## src/sv/nkrx_pkg.sv

```systemverilog
// ----------------------------------------------------------------------------
// nkrx_pkg
// shared types and constants of the nonce keyed rolling xor stream
// ----------------------------------------------------------------------------
package nkrx_pkg;

	localparam int NONCE_BYTES_DEF = 16;
	localparam int HASH_W          = 64;
	localparam int HASH_SHIFT      = 5;
	localparam int KEY_BYTES       = 8;
	localparam int QUEUE_DEPTH     = 2;

	localparam logic [HASH_W-1:0] HASH_START = 64'd5381;

	typedef struct packed {
		logic [7:0] data_byte;
		logic       last_byte;
	} in_item_t;

	typedef struct packed {
		logic [7:0] out_byte;
		logic       out_last;
	} out_item_t;

	// command handed from front to back
	typedef struct packed {
		logic              emit;
		logic              xor_en;
		logic              load_key;
		logic [HASH_W-1:0] key;
		logic [7:0]        data;
		logic              last;
	} cmd_t;

endpackage

```

## src/sv/nkrx_front.sv

```systemverilog
// ----------------------------------------------------------------------------
// nkrx_front
// accepts message bytes, folds the nonce into the hash and classifies bytes
// ----------------------------------------------------------------------------
module nkrx_front #(
	parameter int NONCE_BYTES = nkrx_pkg::NONCE_BYTES_DEF
) (
	input  logic               clk,
	input  logic               arst_n,
	input  logic               encode_mode,
	input  logic               in_valid,
	output logic               in_ready,
	input  nkrx_pkg::in_item_t in_data,
	output logic               cmd_valid,
	input  logic               cmd_ready,
	output nkrx_pkg::cmd_t     cmd_data
);
	import nkrx_pkg::*;

	localparam int CNT_W = $clog2(NONCE_BYTES + 1);
	localparam logic [CNT_W-1:0] CNT_DONE = CNT_W'(NONCE_BYTES);
	localparam logic [CNT_W-1:0] CNT_LAST = CNT_W'(NONCE_BYTES - 1);

	logic [CNT_W-1:0]  nonce_cnt_q;
	logic [HASH_W-1:0] hash_q;
	logic [HASH_W-1:0] hash_next;
	logic              in_nonce;
	logic              nonce_end;
	logic              accept;

	assign in_nonce  = (nonce_cnt_q != CNT_DONE);
	assign nonce_end = in_nonce && (nonce_cnt_q == CNT_LAST);
	assign hash_next = (hash_q << HASH_SHIFT) + hash_q + HASH_W'(in_data.data_byte);
	assign in_ready  = cmd_ready;
	assign accept    = in_valid && in_ready;

	// nonce bytes only reach the back when echoed or when they close the nonce
	assign cmd_valid = in_valid && (!in_nonce || encode_mode || nonce_end);

	always_comb begin
		cmd_data          = '0;
		cmd_data.emit     = !in_nonce || encode_mode;
		cmd_data.xor_en   = !in_nonce;
		cmd_data.load_key = nonce_end;
		cmd_data.key      = hash_next;
		cmd_data.data     = in_data.data_byte;
		cmd_data.last     = in_data.last_byte;
	end

	always_ff @(posedge clk or negedge arst_n) begin
		if (!arst_n) begin
			nonce_cnt_q <= '0;
			hash_q      <= HASH_START;
		end else if (accept) begin
			if (in_data.last_byte) begin
				nonce_cnt_q <= '0;
				hash_q      <= HASH_START;
			end else if (in_nonce) begin
				nonce_cnt_q <= nonce_cnt_q + 1'b1;
				hash_q      <= hash_next;
			end
		end
	end

endmodule

```

## src/sv/nkrx_queue.sv

```systemverilog
// ----------------------------------------------------------------------------
// nkrx_queue
// short fifo of commands between front and back
// ----------------------------------------------------------------------------
module nkrx_queue (
	input  logic           clk,
	input  logic           arst_n,
	input  logic           push_valid,
	output logic           push_ready,
	input  nkrx_pkg::cmd_t push_data,
	output logic           pop_valid,
	input  logic           pop_ready,
	output nkrx_pkg::cmd_t pop_data
);
	import nkrx_pkg::*;

	localparam int PTR_W = $clog2(QUEUE_DEPTH);
	localparam int CNT_W = $clog2(QUEUE_DEPTH + 1);
	localparam logic [CNT_W-1:0] CNT_FULL = CNT_W'(QUEUE_DEPTH);

	cmd_t             entry_q [QUEUE_DEPTH];
	logic [PTR_W-1:0] wr_ptr_q;
	logic [PTR_W-1:0] rd_ptr_q;
	logic [CNT_W-1:0] count_q;
	logic             push;
	logic             pop;

	assign push_ready = (count_q != CNT_FULL);
	assign pop_valid  = (count_q != '0);
	assign pop_data   = entry_q[rd_ptr_q];
	assign push       = push_valid && push_ready;
	assign pop        = pop_valid && pop_ready;

	always_ff @(posedge clk) begin
		if (push) begin
			entry_q[wr_ptr_q] <= push_data;
		end
	end

	always_ff @(posedge clk or negedge arst_n) begin
		if (!arst_n) begin
			wr_ptr_q <= '0;
			rd_ptr_q <= '0;
			count_q  <= '0;
		end else begin
			if (push) begin
				wr_ptr_q <= wr_ptr_q + 1'b1;
			end
			if (pop) begin
				rd_ptr_q <= rd_ptr_q + 1'b1;
			end
			if (push && !pop) begin
				count_q <= count_q + 1'b1;
			end else if (pop && !push) begin
				count_q <= count_q - 1'b1;
			end
		end
	end

endmodule

```

## src/sv/nkrx_back.sv

```systemverilog
// ----------------------------------------------------------------------------
// nkrx_back
// key store, xor and output register
// ----------------------------------------------------------------------------
module nkrx_back (
	input  logic                clk,
	input  logic                arst_n,
	input  logic                cmd_valid,
	output logic                cmd_ready,
	input  nkrx_pkg::cmd_t      cmd_data,
	output logic                out_valid,
	input  logic                out_ready,
	output nkrx_pkg::out_item_t out_data
);
	import nkrx_pkg::*;

	// key kept rotated: slot k holds key byte at (position + k) mod 8
	logic [7:0] key_q [KEY_BYTES];
	logic       out_valid_q;
	out_item_t  out_data_q;
	logic       pop;

	assign cmd_ready = !out_valid_q || out_ready;
	assign pop       = cmd_valid && cmd_ready;
	assign out_valid = out_valid_q;
	assign out_data  = out_data_q;

	always_ff @(posedge clk) begin
		if (pop) begin
			if (cmd_data.load_key) begin
				for (int k = 0; k < KEY_BYTES; k++) begin
					key_q[k] <= cmd_data.key[8*k +: 8];
				end
			end else if (cmd_data.xor_en) begin
				// slot 2 takes slot 0, then advance one position
				for (int k = 0; k < KEY_BYTES; k++) begin
					if (k == 1) begin
						key_q[k] <= key_q[0];
					end else begin
						key_q[k] <= key_q[(k + 1) % KEY_BYTES];
					end
				end
			end
			if (cmd_data.emit) begin
				out_data_q.out_byte <= cmd_data.xor_en ? (cmd_data.data ^ key_q[1])
				                                       : cmd_data.data;
				out_data_q.out_last <= cmd_data.last;
			end
		end
	end

	always_ff @(posedge clk or negedge arst_n) begin
		if (!arst_n) begin
			out_valid_q <= 1'b0;
		end else if (pop && cmd_data.emit) begin
			out_valid_q <= 1'b1;
		end else if (out_ready) begin
			out_valid_q <= 1'b0;
		end
	end

endmodule

```

## src/sv/nonce_keyed_rolling_xor_stream.sv

```systemverilog
// ----------------------------------------------------------------------------
// nonce_keyed_rolling_xor_stream
// byte stream cipher keyed by a djb2 hash of a leading nonce
// ----------------------------------------------------------------------------
// usage
//   in channel  : one message byte per request, the first NONCE_BYTES bytes
//                 are the nonce, last_byte closes the message
//   out channel : echoed nonce bytes (encode mode) and xor-ed payload bytes,
//                 out_last copies last_byte of the causing byte
//   cfg channel : one bit, encode_mode; always ready, write while idle
// timing
//   one byte per cycle sustained unless the output stalls; a byte that yields
//   output passes the queue entry, then the output register; a nonce byte in
//   decode mode yields nothing and updates the hash, the final one also loads
//   the key; the rate is set by the back stage: one key byte read and one key
//   slot move per cycle, the front does one 64-bit shift-add per nonce byte
// reset
//   arst_n clears the nonce count, the hash (to 5381), the queue and the
//   output valid; encode_mode returns to 0; the key store needs no reset
// stall
//   when out_ready is low the output register holds, the two-entry queue
//   fills and then in_ready drops; nothing is lost or repeated
// ----------------------------------------------------------------------------
module nonce_keyed_rolling_xor_stream #(
	parameter int NONCE_BYTES = nkrx_pkg::NONCE_BYTES_DEF
) (
	input  logic                clk,
	input  logic                arst_n,
	input  logic                cfg_valid,
	output logic                cfg_ready,
	input  logic                cfg_data,
	input  logic                in_valid,
	output logic                in_ready,
	input  nkrx_pkg::in_item_t  in_data,
	output logic                out_valid,
	input  logic                out_ready,
	output nkrx_pkg::out_item_t out_data
);
	import nkrx_pkg::*;

	// configuration register
	logic encode_mode_q;

	// front to queue
	logic fq_valid;
	logic fq_ready;
	cmd_t fq_data;

	// queue to back
	logic qb_valid;
	logic qb_ready;
	cmd_t qb_data;

	// the register takes every write at once
	assign cfg_ready = 1'b1;

	always_ff @(posedge clk or negedge arst_n) begin
		if (!arst_n) begin
			encode_mode_q <= 1'b0;
		end else if (cfg_valid && cfg_ready) begin
			encode_mode_q <= cfg_data;
		end
	end

	// front: nonce count, hash fold, classification of each byte
	nkrx_front #(
		.NONCE_BYTES(NONCE_BYTES)
	) u_front (
		.clk        (clk),
		.arst_n     (arst_n),
		.encode_mode(encode_mode_q),
		.in_valid   (in_valid),
		.in_ready   (in_ready),
		.in_data    (in_data),
		.cmd_valid  (fq_valid),
		.cmd_ready  (fq_ready),
		.cmd_data   (fq_data)
	);

	// decoupling queue, lets the front keep taking bytes while the back stalls
	nkrx_queue u_queue (
		.clk       (clk),
		.arst_n    (arst_n),
		.push_valid(fq_valid),
		.push_ready(fq_ready),
		.push_data (fq_data),
		.pop_valid (qb_valid),
		.pop_ready (qb_ready),
		.pop_data  (qb_data)
	);

	// back: key load, rolling key update, xor and output register
	nkrx_back u_back (
		.clk      (clk),
		.arst_n   (arst_n),
		.cmd_valid(qb_valid),
		.cmd_ready(qb_ready),
		.cmd_data (qb_data),
		.out_valid(out_valid),
		.out_ready(out_ready),
		.out_data (out_data)
	);

endmodule

```

## config.mk

```make
export PLATFORM = sky130hd
export DESIGN_NAME = nonce_keyed_rolling_xor_stream
export DESIGN_NICKNAME = d
export VERILOG_FILES = /design/src/sv/nkrx_pkg.sv /design/src/sv/nkrx_front.sv /design/src/sv/nkrx_queue.sv /design/src/sv/nkrx_back.sv /design/src/sv/nonce_keyed_rolling_xor_stream.sv
export SDC_FILE = /design/constraint.sdc
export NUM_CORES = 1
export LEC_CHECK = 0
export ABC_CLOCK_PERIOD_IN_PS = 4680
export BUFFER_PORTS_ARGS = -buffer_cell sky130_fd_sc_hd__buf_2
export CAP_MARGIN = 10
export CELL_PAD_IN_SITES_DETAIL_PLACEMENT = 0
export CELL_PAD_IN_SITES_GLOBAL_PLACEMENT = 1
export CORE_ASPECT_RATIO = 0.75
export CORE_MARGIN = 3
export CORE_UTILIZATION = 35
export DETAILED_ROUTE_END_ITERATION = 7
export PLACE_DENSITY_LB_ADDON = 0.2
export SLEW_MARGIN = 20
export SYNTH_ARGS = -nofsm -noshare
export SYNTH_HDL_FRONTEND = slang
export SYNTH_SLANG_ARGS = --single-unit
```

## constraint.sdc

```tcl
create_clock -name clk -period 4.68 [get_ports clk]
set_clock_uncertainty 0.2 [all_clocks]
set_input_delay 0.234 -clock clk [delete_from_list [all_inputs] [get_ports clk]]
set_output_delay 0.234 -clock clk [all_outputs]
set_load 0.01 [all_outputs]
```

==> results by group, run 1 <==
GRT
  – Initial antenna violation count: 0
  – Vias in the first global route: 3045
  – Remaining Overflow, GRT: 0
  – GR Util All Layers: between 10 and 15%
  – Largest net degree at the start of global routing: 33
  – First-pass GRT wire length: ~18000 um

Yosys
  – Synth Area in Compound Gates: a little over a tenth
  – Async SR Flop Fraction: 25.0%
  – XOR/XNOR Fraction of Synth Area: around 4.3%
  – Top cells by count, synth: edfxtp_1 (81), nand2_1 (41), ha_1 (30)
  – Register area share after synthesis: just over 60%
  – Synth top area share: between 40% and 50%
  – Syn nets: 437
  – Main synth FF type: edfxtp_1
  – Mapped Avg Cell Area: 13.2 um2
  – Mapped Cells: about 390
  – Multiplexer share of the synthesized area: 5.75%
  – Synth area leader: edfxtp_1
  – Yosys warning total: 0
  – Count leader, synth: edfxtp_1
  – Adder-cell share of the synthesized area: 8.91%
  – Distinct cells, synth: 53
  – Area contributors post-synth: edfxtp_1 (48%), dfrtp_1 (11%), ha_1 (7.3%)
  – Post-Syn Area: 0.00511 mm2
  – Post-synth EDFFs: roughly 80
  – Post-Synth Simple-Gate Area: under 10%
  – Largest family of logic cells by synthesized area: compound AO/OA/AOI/OAI gates
  – #FFs+latches synth: about 110

Setup path
  – Critical path data required time: between 4 and 5 ns
  – Crit Path Max Fanout: 4
  – CP Launch Type: input port
  – Worst Path Arrival: roughly 3.4 ns
  – Setup CP Type: input port to flop
  – Crit end category: flop
  – Worst r2r path cells: 9

Power and ir drop
  – Overall power: between 0.004 and 0.005 W
  – VDD IR max: 355 uV
  – PwrDens: 760 mW/mm2
  – Leakage power: around 2.3 nW

Layout
  – Number of fill cells: approximately 1400
  – Antenna diode count: 0
  – Area growth syn-to-layout: 15.6%
  – Ratio of cells with drive above 1 in the final layout: 14.3%
  – Nets: around 480
  – Multi-input logic area: around 0.0019 mm2
  – Sequential cell area: roughly 0.0031 mm2

Die
  – Die Y: 111 um
  – Die ar.: about 0.016 mm2
  – Starting Density: between 30% and 40%
  – Number of I/O pins: 27
  – Core Area: 0.0140 mm2
  – Row count: 37
  – Chip Width: 146 um

Placement
  – Routability cong.: between 0.8 and 0.9
  – Port Buf Inserts: 25
  – Detailed placement HPWL: between 7000 and 8000 um

Timing
  – Slew Limit Fails: 0
  – Fmax: around 290 MHz
  – Setup TNS: 0 ns
  – Period utilization: about 74%
  – Actual slew at the worst max-slew pin: around 0.89 ns
  – Count of final hold-check violations: 0
  – Min Tclk post-route: ~3.5 ns
  – Final setup fails: 0
  – RSZ-0062 raised after global routing: false
  – Slew Limit Headroom: between 40% and 50%

Clock network
  – CTS resizes: 0
  – Worst-path clk slew: ~0.070 ns
  – CTS Hold Bufs: 12
  – # H-tree levels: 3
  – Clk root buf: clkbuf_16
  – Clock Sinks: roughly 110
  – CTS buffer count: 9
  – Clock Path Buffers: 2
  – CTS tree: done
  – Postcts setup bufs: 0
  – Worst-Skew Late Latency: between 0.3 and 0.4 ns

Route
  – First-pass iteration count of the detailed router: 4
  – Post-DR vias/cell: between 4 and 5
  – Post-route ant nets: 0
  – Total Wirelength: roughly 11000 um
  – Via count: ~3100
  – DRC viols: 0
  – Drt initial violations: 134
  – Avg WL per Cell: between 15 and 20 um

Job
  – Max-cap violation count: 0

Min path
  – WHS Path Cells: 1
  – Hold Crit Class: input port to flop

Status
  – Status: complete, no violations
==> where the power goes <==
part           switching (W)  internal [W]
Combinational        0.00121      0.000740
Sequential          0.000168       0.00159
Clock               0.000355      0.000427
Total                0.00173       0.00276
==> metal layers <==
layer / vias up / global-route usage (%) / part of all wire (%)
met5: - / 0 / 0
met4: 0 / 3.67 / 1.1
met3: 9 / 3.23 / 3.3
met2: 50 / 19.9 / 42
met1: 1517 / 22.2 / 54
li1: 1521 / - / -
==> critical path: stages <==
cell,delay (ns)
dlygate4sd3_1,0.53
buf_2,0.14
ha_1,0.29
ha_1,0.24
fa_1,0.43
a211o_1,0.38
a211oi_2,0.27
nor4_1,0.11
or4_4,0.43
and2_4,0.18
xor2_1,0.14
==> flip-flops by register name, indices dropped and copies added (netlist names), 2 cells and up <==
signal and count:
u_front.nonce_cnt_q 5, u_back.out_data 9, u_queue.count_q 2, u_queue.entry_q 56
u_front.hash_q 16, u_back.key_q 16
==> worst paths after layout <==
kind | from | endpoint | slack (ns)
setup / recovery | in_data[2] | u_queue.entry_q[1][24] | 1.19
hold / removal | in_data[8] | u_queue.entry_q[0][8] | 0.006
setup reg to reg | u_front.hash_q[1] | u_queue.entry_q[1][24] | 1.34
hold reg to reg | u_queue.count_q[1] | u_queue.count_q[1] | 0.31
max in group asynchronous | arst_n | u_front.hash_q[4] | 3.57
min in group asynchronous | arst_n | u_queue.rd_ptr_q | 0.26
==> layout make-up <==
class / instances / share of cell area (%)
multi-input cells: 253 / 32.0
clock inverters: 6 / 1.40
flip-flops and latches: 108 / 52.7
clock buffers: 10 / 3.87
inverters: 14 / 0.889
well taps: 195 / 4.13
repair buffers: 44 / 5.04
==> cells by family (layout without fill, tap and decap cells) <==
family                   after synthesis  count (layout)
AO/OA/AOI/OAI                         82              82
XOR/XNOR                              25              25
adder cells (fa/ha/maj)               34              34
buffers and inverters                 27              74
flip-flops                           108             108
multiplexers                          29              29
other                                  1               1
AND/OR/NAND/NOR                       82              82
==> cell usage in the layout (no fill, tap or decap), types with 4 or more instances in the layout <==
| cell | n |
|---|---|
| ha_1 | 30 |
| nor2_1 | 14 |
| xnor2_1 | 7 |
| nor3_1 | 4 |
| buf_4 | 7 |
| dfstp_2 | 5 |
| clkbuf_16 | 9 |
| a21oi_1 | 15 |
| dfrtp_1 | 22 |
| fa_1 | 4 |
| o21ai_0 | 27 |
| edfxtp_1 | 81 |
| a211oi_1 | 5 |
| nand2_1 | 41 |
| dlygate4sd3_1 | 12 |
| a22o_1 | 9 |
| inv_1 | 14 |
| xor2_1 | 18 |
| a21o_1 | 4 |
| mux2i_1 | 26 |
| buf_2 | 25 |
==> metrics by stage <==
| stage | setup WS (ns) | utilization, % | cell area (um2) | hold WS, ns | std cells |
|---|---|---|---|---|---|
| 5_1_grt | 1.06 | 42.3 | 5910 | 0.0111 | 630 |
| 3_5_place_dp | 1.36 | 39.2 | 5480 | 0.121 | 602 |
| 2_1_floorplan | 1.45 | - | 5110 | -0.262 | 388 |
| 4_1_cts | 1.21 | 42.3 | 5910 | 0.0148 | 630 |
| 6_report | 1.19 | 42.3 | 5910 | 0.00582 | 630 |
| 3_3_place_gp | 1.40 | 39.2 | 5480 | 0.126 | 602 |
No activity file was read; power rests on OpenSTA's default activity.
==> inputs of run 2 (changes only) <==
--- a/config.mk
+++ b/config.mk
@@ -5,7 +5,7 @@
 export SDC_FILE = /design/constraint.sdc
 export NUM_CORES = 1
 export LEC_CHECK = 0
-export ABC_CLOCK_PERIOD_IN_PS = 4680
+export ABC_CLOCK_PERIOD_IN_PS = 3500
 export BUFFER_PORTS_ARGS = -buffer_cell sky130_fd_sc_hd__buf_2
 export CAP_MARGIN = 10
 export CELL_PAD_IN_SITES_DETAIL_PLACEMENT = 0
==> constraint.sdc (replaced) <==
create_clock -name clk -period 3.5 [get_ports clk]
set_clock_uncertainty 0.2 [all_clocks]
set_input_delay 0.175 -clock clk [delete_from_list [all_inputs] [get_ports clk]]
set_output_delay 0.175 -clock clk [all_outputs]
set_load 0.01 [all_outputs]
==> run 2 against run 1 <==
- register-to-register slack worse by 1.1 ns
- sequential power is 34% higher
- non-clock buffer count is 3 higher
- critical path depth stayed put
- sequential share of layout area is 0.14 points lower
- via count is 0.65% lower
- critical endpoint unchanged
- largest power group unchanged
==> results by group, run 2 (synthesis results as in run 1) <==
Route
  – Post-route ant nets: 0 (unchanged)
  – DRC viols: 0 (unchanged)
  – Via count: 3077 (-0.65%)
  – Total Wirelength: 10800 um (-0.56%)
  – Drt initial violations: 136 (+1.5%)
  – First-pass iteration count of the detailed router: 5 (+1)
  – Post-DR vias/cell: 4.86 (-1.1%)
  – Avg WL per Cell: 17.1 um (-1.0%)

Power and ir drop
  – Int Pwr: 0.00371 W (+34%)
  – PwrDens: 1010 mW/mm2 (+33%)
  – VDD IR max: 475 uV (+34%)
  – Switching part of the total power: 38.2% (-0.43 points)
  – Leakage power: 2.35 nW (+0.49%)
  – Comb power frac: 43.6% (+0.2 points)
  – Seq pwr share: 39.3% (about the same)
  – P_sw: 0.00229 W (+32%)
  – Clock Power Share: 17.1% (-0.3 points)

Timing
  – Period utilization: a little over nine tenths
  – Actual slew at the worst max-slew pin: 0.780 ns (-0.110 ns)
  – Fmax: approximately 300 MHz
  – Slew Limit Headroom: 48.0% (+7.6 points)
  – Count of final hold-check violations: 0 (unchanged)
  – Final setup fails: 0 (unchanged)
  – Min Tclk post-route: roughly 3.4 ns
  – Setup TNS: 0 ns (unchanged)
  – RSZ-0062 raised after global routing: false
  – Slew Limit Fails: 0 (unchanged)

Die
  – Chip Width: 146 um (unchanged)
  – Row count: 37 (unchanged)
  – Number of I/O pins: 27 (unchanged)
  – Die ar.: 0.0161 mm2 (unchanged)
  – Starting Density: 36.6% (unchanged)
  – Core Area: 0.0140 mm2 (unchanged)
  – Die Y: 111 um (unchanged)

Layout
  – Commonest cells after routing, fill and taps aside: edfxtp_1 (81), nand2_1 (41), ha_1 (30)
  – Nets: 482 (+0.63%)
  – Largest regs: u_queue.entry_q: 56 flops, u_back.key_q: 16 flops, u_front.hash_q: 16 flops
  – Area growth syn-to-layout: 16.0%
  – Commonest non-fill, non-tap cell in the layout: edfxtp_1
  – Ratio of cells with drive above 1 in the final layout: 14.6% (+0.36 points)
  – Final Cell Area: 0.00593 mm2 (+0.28%)
  – Antenna diode count: 0 (unchanged)
  – Largest Register: u_queue.entry_q
  – Utilization after layout: 42.4% (+0.12 points)
  – Number of flip-flops in the largest register: 56 (unchanged)

GRT
  – Largest net degree at the start of global routing: 33 (unchanged)
  – GR Util All Layers: 14.0% (-0.22 points)
  – First-pass GRT wire length: 17500 um (-0.35%)
  – Remaining Overflow, GRT: 0 (unchanged)
  – Vias in the first global route: 3026 (-0.62%)
  – Initial antenna violation count: 0 (unchanged)

Status
  – Status: complete, no violations

Clock network
  – Clk root buf: clkbuf_16
  – CTS tree: done
  – Clock Sinks: 108 (unchanged)
  – Worst-Skew Late Latency: 0.35 ns (about the same)
  – # H-tree levels: 3 (unchanged)
  – Clock Path Buffers: 2 (unchanged)
  – Worst-path clk slew: 0.07 ns (about the same)
  – CTS buffer count: 9 (unchanged)

Placement
  – Port Buf Inserts: 25 (unchanged)
  – Detailed placement HPWL: 7720 um (-1.6%)
  – Routability cong.: 0.847 (+0.86%)
  – Placed Area: 0.00549 mm2 (+0.14%)

Min path
  – WHS Path Cells: 4 (+3)
  – Hold Crit Class: input port to flop
  – Worst Hold Endpoint: u_front.nonce_cnt_q[3]
  – HP Start: in_valid

Setup path
  – Register-to-register setup slack: 0.22 ns (-1.12 ns)
  – Worst r2r path cells: 9 (unchanged)
  – CP Launch Type: input port
  – Crit Path Max Fanout: 4 (unchanged)
  – Worst Path Arrival: 3.26 ns (-0.11 ns)
  – Reg2Reg Launch Point: u_front.hash_q[1]
  – Setup CP Type: input port to flop
  – Crit end category: flop
  – Critical path data required time: 3.38 ns (-1.19 ns)
  – R2r endpoint: u_queue.entry_q[1][24]

Job
  – Max-cap violation count: 0 (unchanged)
run 2: cell count changes in the layout (fill, tap and decap cells not counted), sizes merged:
| cell | previous run | this run |
|---|---|---|
| inv | 16 | 17 |
| clkinvlp | 1 | 0 |
| dlygate4sd3 | 12 | 13 |
| buf | 32 | 34 |
run 2: cell type report:
type	count	area, um2
fill	1349	8050
sequential	108	3110
multi-input combinational	253	1890
timing repair buffer	47	323
tap	195	244
clock buffer	10	229
clock inverter	6	71.3
inverter	14	52.6
run 2: power by group through the flow:
stage | registers [W] | clock network [W] | logic, W
6_report | 0.00236 | 0.00102 | 0.00262
3_3_place_gp | 0.00238 | 0 | 0.00257
2_1_floorplan | 0.00233 | 0 | 0.00184
4_1_cts | 0.00236 | 0.00106 | 0.00261
3_5_place_dp | 0.00239 | 0 | 0.00259
5_1_grt | 0.00240 | 0.00112 | 0.00295
run 2: worst max-delay path: stages:
cell	delay, ns
dlygate4sd3_1	0.53
buf_2	0.14
ha_1	0.29
ha_1	0.24
fa_2	0.37
a211o_1	0.37
a211oi_2	0.28
nor4_1	0.10
or4_4	0.43
and2_4	0.18
xor2_1	0.14
run 2: repair_timing:
action / in CTS / in global routing
endpoints found under the setup margin: 0 / 2
resized for setup: 0 / 1
hold buffers: 13 / 0
buffers inserted: 0 / 1
hold endpoints to repair: 44 / 0
run 2: per-stage QoR:
step	instances	total power [W]	hold slack, ns	setup WS, ns
floorplan	388	0.00418	-0.321	0.274
global placement	603	0.00495	0.0574	0.206
detailed placement	603	0.00498	0.0571	0.189
CTS	632	0.00603	0.142	0.0795
global route	633	0.00647	0.170	0.0620
finish	633	0.00600	0.150	0.128
run 2: metal layers:
layer	global-route usage (%)	part of all wire, %	vias up
met4	2.66	0.83	0
li1	-	-	1523
met2	19.6	41	64
met3	3.51	3.9	7
met1	22.0	55	1483
met5	0	0	-
run 2: worst max-delay path by stage:
stage | start | end | slack [ns] | cells after the start
global route | in_data[2] | u_queue.entry_q[0][24] | 0.06 | 11
detailed placement | u_front.hash_q[1] | u_queue.entry_q[0][24] | 0.19 | 9
floorplan | u_front.nonce_cnt_q[0] | u_queue.entry_q[0][0] | 0.27 | 7
CTS | in_data[2] | u_queue.entry_q[1][24] | 0.08 | 11
global placement | u_front.hash_q[1] | u_queue.entry_q[1][24] | 0.21 | 9
finish | in_data[2] | u_queue.entry_q[1][24] | 0.13 | 11
